**src/design/gca_ram.sv**
```systemverilog
// ----------------------------------------------------------------------------
// gca_ram - generic single-port-write, single-port-read RAM
// One write and one registered read per cycle; read data valid next cycle.
// ----------------------------------------------------------------------------
module gca_ram #(
   parameter int WIDTH = 8,
   parameter int DEPTH = 64
) (
   input  logic                     clock,
   input  logic                     wr_en,
   input  logic [$clog2(DEPTH)-1:0] wr_addr,
   input  logic [WIDTH-1:0]         wr_data,
   input  logic                     rd_en,
   input  logic [$clog2(DEPTH)-1:0] rd_addr,
   output logic [WIDTH-1:0]         rd_data
);

   logic [WIDTH-1:0] mem_ff [DEPTH];
   logic [WIDTH-1:0] rd_data_ff;

   always_ff @(posedge clock) begin
      if (wr_en) begin
         mem_ff[wr_addr] <= wr_data;
      end
      if (rd_en) begin
         rd_data_ff <= mem_ff[rd_addr];
      end
   end

   assign rd_data = rd_data_ff;

endmodule

```
**config.mk**
```make
export PLATFORM = sky130hd
export DESIGN_NAME = gca_ram
export DESIGN_NICKNAME = d
export VERILOG_FILES = /design/src/design/gca_ram.sv
export SDC_FILE = /design/constraint.sdc
export NUM_CORES = 1
export LEC_CHECK = 0
export ABC_AREA = 1
export ABC_CLOCK_PERIOD_IN_PS = 2400
export BUFFER_PORTS_ARGS = -buffer_cell sky130_fd_sc_hd__buf_2
export CAP_MARGIN = 10
export CORE_MARGIN = 5
export CORE_UTILIZATION = 37
export DETAILED_ROUTE_END_ITERATION = 10
export GPL_TIMING_DRIVEN = 0
export PLACE_DENSITY_LB_ADDON = 0.08
export SYNTH_ARGS = -nofsm -noshare
export SYNTH_HDL_FRONTEND = slang
export SYNTH_SLANG_ARGS = --single-unit
export TNS_END_PERCENT = 50
```
**constraint.sdc**
```tcl
create_clock -name clock -period 2.4 [get_ports clock]
set_input_delay 0.12 -clock clock [delete_from_list [all_inputs] [get_ports clock]]
set_output_delay 0.12 -clock clock [all_outputs]
set_load 0.01 [all_outputs]
```
==> results of run 1 <==
-- repair_timing --
action,in CTS,in global routing
endpoints found under the setup margin,0,0
hold buffers,1,0
hold endpoints to repair,8,0
-- logic make-up after synthesis --
logic type,Yosys count,share of synthesized area (%)
simple gates,1160,23.09
flops,520,72.90
buf+inv,125,4.007
-- final cells by class --
cell class	instances	share of cell area [%]
flip-flops and latches	520	64.02
repair buffers	35	1.108
plain buffers	113	3.314
inverters	12	0.2052
well taps	765	3.924
diodes	1	0.01026
multi-input cells	1160	20.48
clock inverters	29	0.6515
clock buffers	74	6.284
-- worst reg2reg max path, stage by stage (launching register included) --
cell and delay (ps):
edfxtp_1 360, nand2_1 80, nand3_1 80, nand3_1 200, nand2_1 170, nand2_1 100
nand3_1 80, nand3_1 130, nand2_1 130
-- cell usage in the layout (no fill, tap or decap) --
cell and n:
edfxtp_1 520, inv_1 10, nand4_1 9, clkinv_1 16
clkbuf_16 59, buf_12 4, buf_6 35, buf_1 10
inv_2 1, clkinvlp_4 2, nand2_1 648, clkbuf_1 30
inv_6 2, dlygate4sd3_1 1, diode_2 1, buf_4 26
buf_2 55, nand3_1 439, nor2_1 56, buf_8 2
bufinv_16 1, nor4_2 8, clkinv_2 9
-- where the power goes --
group	total [uW]	leakage [uW]	switching, uW	internal [uW]
Combinational	1410	0.00322	1060	353
Sequential	10100	0.00469	20.0	10100
Clock	8110	0.000824	3550	4570
Total	19600	0.00873	4620	15000
-- how the worst max path moves through the flow --
stage                from            end  slack (ps)  cells past startpoint
5_1_grt        wr_addr[2]  mem_ff[26][2]         100                      4
6_report       wr_addr[0]  mem_ff[26][2]         160                      4
2_1_floorplan       wr_en  mem_ff[48][0]         510                      3
3_5_place_dp   wr_addr[1]  mem_ff[25][0]        -390                      4
3_3_place_gp        wr_en  mem_ff[52][2]        -540                      3
4_1_cts        wr_addr[1]  mem_ff[25][0]         250                      4
-- metrics by stage --
stage	cell area, sq um	setup WS (ps)	instances	total power [uW]	setup TNS [ps]
2_1_floorplan	21420	513.9	1805	10990	0
3_3_place_gp	22490	-543.7	2592	11680	-49080
3_5_place_dp	22690	-385.4	2604	11700	-70550
4_1_cts	24390	251.3	2708	19780	0
5_1_grt	24390	96.50	2708	20260	0
6_report	24390	160.6	2709	19620	0
-- routing by layer --
layer | share of wire [%] | global-route usage [%] | up-vias
met5 | 0.016 | 0 | -
met3 | 7.1 | 4.132 | 96
met2 | 45 | 33.76 | 509
li1 | - | - | 6566
met1 | 44 | 30.64 | 6998
met4 | 3.3 | 7.563 | 2
-- sequential cells by signal (all words and copies together) (netlist names) --
| register | cells |
|---|---|
| mem_ff | 512 |
| rd_data | 8 |
==> results.md, run 1 <==
- Global routing consumed, over all layers together, approximately 22% of the routing resources.
- The first global-routing pass estimated roughly 99 mm of wire.
- After layout, the worst path uses between 90% and 100% of the clock period.
- The register area is 15620 sq um.
- The weighted congestion reported at the end of routability-driven placement is 0.8783.
- The horizontal die dimension is 250.6 microns.
- The TritonCTS buffer count is 58.
- In this run the biggest area consumer among cell types represents about 73% of the synthesized area.
- The maximum single-stage delay on the critical path is just over 1000 ps.
- Dividing the detail-routed via count by the number of cells gives roughly 5.2.
- For this configuration, the core starts out at a cell density of 37.27%.
- Clock tree synthesis found a total of 520 sinks.
- The count of synthesis-stage warnings from yosys is 0.
- At the end of the flow, the number of nets in the layout was about 1900.
- The total area inside the core boundary comes to ~57000 sq um.
- In this run the most critical hold path is launched from rd_addr[5].
- On the critical path, the stage with the largest delay is an instance of nor2_1.
- The run finished with clean final reports.
- STA classifies the critical path endpoint as a flip-flop.
- The clock tree from TritonCTS is yes.
- The worst hold path passes through 3 cells.
- Once the clock tree was built, the resizer swapped 0 gates to a different size.
- The number of antenna violations at the first check in global routing came to 4.
- 31 I/O pins were placed.
- Detailed placement ended at an HPWL of around 47 mm.
- The max-cap violation count is 0.
- The number of distinct standard cells referenced by the synthesized netlist is 15.
- The critical register-to-register path endpoint is rd_data[0].
- The cell area that synthesis handed to floorplanning was 21420 sq um.
- The fraction of layout cells with a size suffix above 1 is roughly a tenth.
- The synthesis-stage register bit count is 520.
- The multi-input logic area is about 5000 sq um.
- The most used flip-flop cell after synthesis is edfxtp_1.
- The startpoint identified for the worst register-to-register timing path is mem_ff[37][0].
- The number of enable-type register cells in the synthesized netlist is 520.
- Entering global routing, the biggest net connects 65 pins.
- The average routed wire per standard cell is about 26 microns.
- The worst-case hold slack is between 50 and 60 ps.
- The endpoint arrival time on the critical path is 2460 ps.
- For this run, the top clock speed supported by timing is approximately 450 MHz.
- Along the worst path, the maximum fanout reaches 9.
- The floorplan has 88 rows.
- Together, buffers and inverters on the worst path number 2.
- The async set-or-reset flop fraction in the synthesized netlist is 0%.
- The H-tree generated during clock tree synthesis spans 2 levels.
- The number of global-route vias before repair was 13590.
- Setup violations remaining at the end of the flow were counted as 0.
- The sequential cell area fraction in the yosys report is 72.90%.
- Across all register-to-register paths, the minimum setup slack is 810 ps.
- The startpoint class of the critical path is an input port.
- The worst setup path is of the input port to flip-flop kind.
- VDD sags by at most about 530 uV.
- The total congestion overflow after global routing is 0.
- The later pin in the worst-skew pair is clocked with a latency of between 600 and 700 ps.
- For the pin with the worst max-slew slack, the measured transition is between 1000 and 1500 ps.
- The die outline area is approximately 63000 sq um.
- After technology mapping, the gate count stands at 1805.
- Headroom to the max-slew limit came out at a little over a quarter.
- The classification of the worst-slack hold path is input port to flip-flop.
- The most frequently used cell type in the post-synthesis netlist is nand2_1.
- In the post-synthesis netlist, the biggest area contributors are edfxtp_1 (73%), nand2_1 (11%), nand3_1 (10%).
- Counting along the longest clock path gives a buffer depth of 3.
- The number of cells traversed by the worst register-to-register path is 8.
- For this block, the via count after detailed routing is around 14000.
- CTS placed an instance of clkbuf_16 at the clock tree root.
- Measured along the y axis, the die boundary spans about 250 microns.
- The path with the worst hold slack has its endpoint at rd_data[3].
- Walking the worst path, the cells encountered are clkbuf_1 > inv_1 > nand4_1 > nor2_1.
- The starting DRC count in detailed routing is between 1000 and 1500.
- The residual antenna-violating net count after detailed routing is 0.
- For this design the ratio of total power to cell area is a little over 800 nW/um^2.
- The leakage power summed over all cells is about 0.0087 uW.
- The post-CTS setup buffer count is 0.
- The total count of max-transition violations in the final report was 0.
- The count of port buffers added during placement is 22.
- At the worst endpoint, the required time is between 2000 and 3000 ps.
- The post-detailed-routing wire length is ~69 mm.
- The number of nets in the synthesized netlist is ~1800.
- Summed over all instances, the cell type with the most area after synthesis is edfxtp_1.
- The number of hold violations in the final report is 0.
- A synthesized cell averages about 12 sq um.
- The number of remaining DRC errors is 0.
- The total iterations of the first detailed-routing run is 5.
- Subtracting the final worst setup slack from the clock period gives approximately 2200 ps.
- The number of fill cells in the layout is 5490.
- The worst setup skew after layout is between 20 and 25 ps.
- Cells fill a little over two fifths of the core in the end.
- Compared with the post-synthesis result, the final layout area differs by 13.87%.
- The cell class contributing the biggest share of worst-path delay is simple AND/OR/NAND/NOR gates.
- Setup repair after global routing left no endpoint under its margin.
- In the synthesized netlist, the cells that appear most often are nand2_1 (648), edfxtp_1 (520), nand3_1 (439), nor2_1 (56), buf_2 (37).
- After clock tree synthesis, the clock-pin slew on the worst setup and hold paths is 70 ps.
Note: power is estimated with default switching activity, not from simulation.
==> run 2: changes to the inputs <==
Settings changed: BUFFER_PORTS_ARGS -buffer_cell sky130_fd_sc_hd__buf_2 to -buffer_cell sky130_fd_sc_hd__clkbuf_2.
==> results.md, run 2 (same netlist as run 1, synthesis figures left out) <==
- The chip height is about 250 microns.
- The clock passes through at most 3 buffers.
- Setup violations remaining at the end of the flow were counted as 0.
- The top cell types in the final layout, fill and taps aside, are nand2_1 (648), edfxtp_1 (520), nand3_1 (439).
- The post-CTS setup buffer count is 0.
- The register area is approximately 16000 sq um.
- Once layout is complete, the cells apart from fillers number between 2000 and 3000.
- Summing all multi-input logic gate instances after layout gives roughly 5000 sq um.
- The cell at the root of the clock tree is clkbuf_16.
- Summed over all cells, the static leakage comes to roughly 0.009 uW.
- The classification of the worst-slack hold path is input port to flip-flop.
- In the final timing run, aggregate negative setup slack is 0 ps.
- For this configuration, the core starts out at a cell density of a little under two fifths.
- The floorplan has between 80 and 90 rows.
- The maximum frequency from static timing analysis is approximately 430 MHz.
- The count of port buffers added during placement is 22.
- The total iterations of the first detailed-routing run is 8.
- The core area is about 57000 sq um.
- Measured against its own limit, the worst slew margin works out to between 20% and 30%.
- STA classifies the critical path endpoint as a flip-flop.
- Setup repair after global routing left no endpoint under its margin.
- After detailed routing, the number of vias per cell comes to between 5 and 6.
- For the finished layout, the period the worst path requires is approximately 2300 ps.
- The worst-case IR drop observed on VDD is 517.5 uV.
- The TritonCTS buffer count is 57.
- The total routing resource utilization after global routing is between 20% and 30%.
- Across the run, the number of max-cap violations was 0.
- The tightest hold path in the finished design has a slack of 51.45 ps.
- The final layout net count is 1923.
- The register with the highest flop count is mem_ff.
- The register with the most flip-flops in the layout has 512 of them.
- The clock tree from TritonCTS is yes.
- Summed over all nets, the switching power comes to about 4600 uW.
- The post-cts sizing count is 0.
- Summing over every cut layer, the via total after detailed routing is between 10000 and 15000.
- In this run the worst path has a maximum fanout of 9.
- The number of placed I/O pins is 31.
- The number of remaining DRC errors is 0.
- In the finished design, the share of the clock period the worst path needs comes to 96.15%.
- The first-pass GRT wire length is between 90 and 100 mm.
- The die outline area is ~63000 sq um.
- In the final routed layout, each cell accounts on average for between 20 and 30 microns.
- The synthesis-to-finish area growth is 14.06%.
- In this run the remaining antenna-violating nets after routing total 0.
- The run finished with clean final reports.
- The clock net sink count is 520.
- The number of global-route vias before repair is 13590.
- The number of antenna violations at the first check in global routing is 3.
- Detailed placement ended at an HPWL of 47.52 mm.
- The path type of the worst setup path is input port to flip-flop.
- The endpoint arrival time on the critical path is ~2500 ps.
- Internal power comes to about 15000 uW.
- The startpoint class of the critical path is an input port.
- In this run switching power makes up a little under a quarter of total power.
- The first routing iteration left 1400 violations.
- The total congestion overflow after global routing is 0.
- After detailed routing, the total wire length is 69.58 mm.
- The final core area utilization is 42.51%.
- Clock skew on the completed layout was measured at between 30 and 40 ps.
- The part of the total power dissipated in combinational logic is under 10%.
- The congestion estimate from routability-driven global placement came to ~0.90.
- Data on the critical path is required at its endpoint by approximately 2600 ps.
- The slew at the pin with the worst max-slew slack is about 1100 ps.
- The part of the power in registers is around 51%.
- The number of fill cells in the layout is approximately 5500.
- The number of hold violations in the final report is 0.
- The total placed cells including tap cells is around 2600.
- The die is ~250 microns wide.
- The insertion delay of the later-clocked pin in the worst-skew pair is 610 ps.
- The CTS clock-pin slew for the worst setup and hold paths is around 60 ps.
- The total count of max-transition violations in the final report is 0.
- Entering global routing, the biggest net connects 65 pins.
- The clock tree synthesis step divided the H-tree into 2 levels.
- For this design the ratio of total power to cell area is 805.8 nW/um^2.
- The library cell used most frequently in the layout, excluding fill and tap cells, is nand2_1.
- The clock network fraction of total power is between 40% and 50%.
- The fraction of layout cells with a size suffix above 1 is between 10% and 20%.
run 2: area by class of cell:
type | instances | area share [%]
multi-input combinational | 1160 | 20.45
sequential | 520 | 63.91
antenna | 1 | 0.01024
tap | 765 | 3.918
buffer | 113 | 3.308
clock buffer | 74 | 6.187
inverter | 12 | 0.2049
clock inverter | 30 | 0.7887
timing repair buffer | 36 | 1.219
run 2: repair_timing:
| item | in CTS | in global routing |
|---|---|---|
| hold buffers | 1 | 0 |
| endpoints found under the hold margin | 8 | 0 |
| setup endpoints to repair | 0 | 0 |
run 2: worst paths after layout:
path	start	end	slack, ps	cells past startpoint
max	wr_addr[0]	mem_ff[26][5]	90	4
min	rd_addr[5]	rd_data[3]	50	3
max reg2reg	mem_ff[39][0]	rd_data[0]	760	8
min reg2reg	mem_ff[41][3]	rd_data[3]	920	8
run 2: power groups by stage:
stage / Sequential [uW] / Combinational [uW] / Clock, uW
finish: 10100 / 1420 / 8180
global route: 10100 / 1530 / 8710
detailed placement: 10300 / 1420 / 0
CTS: 10100 / 1420 / 8350
floorplan: 10300 / 707 / 0
global placement: 10300 / 1380 / 0
run 2: critical path: stages:
cell	delay [ps]
clkbuf_1	250
inv_1	340
nand4_1	740
nor2_1	1040
run 2: layer usage:
layer,wire (microns),global-route usage (%)
met2,32190,34.41
met5,11,0
met4,1864,6.206
met1,31180,31.41
met3,4335,3.561
run 2: per-stage QoR:
stage | power, uW | area [sq um] | setup slack [ps]
5_1_grt | 20340 | 24430 | 20.18
3_5_place_dp | 11710 | 22710 | -383.9
2_1_floorplan | 10990 | 21420 | 513.9
3_3_place_gp | 11680 | 22490 | -549.8
4_1_cts | 19870 | 24430 | 247.4
6_report | 19690 | 24430 | 92.43
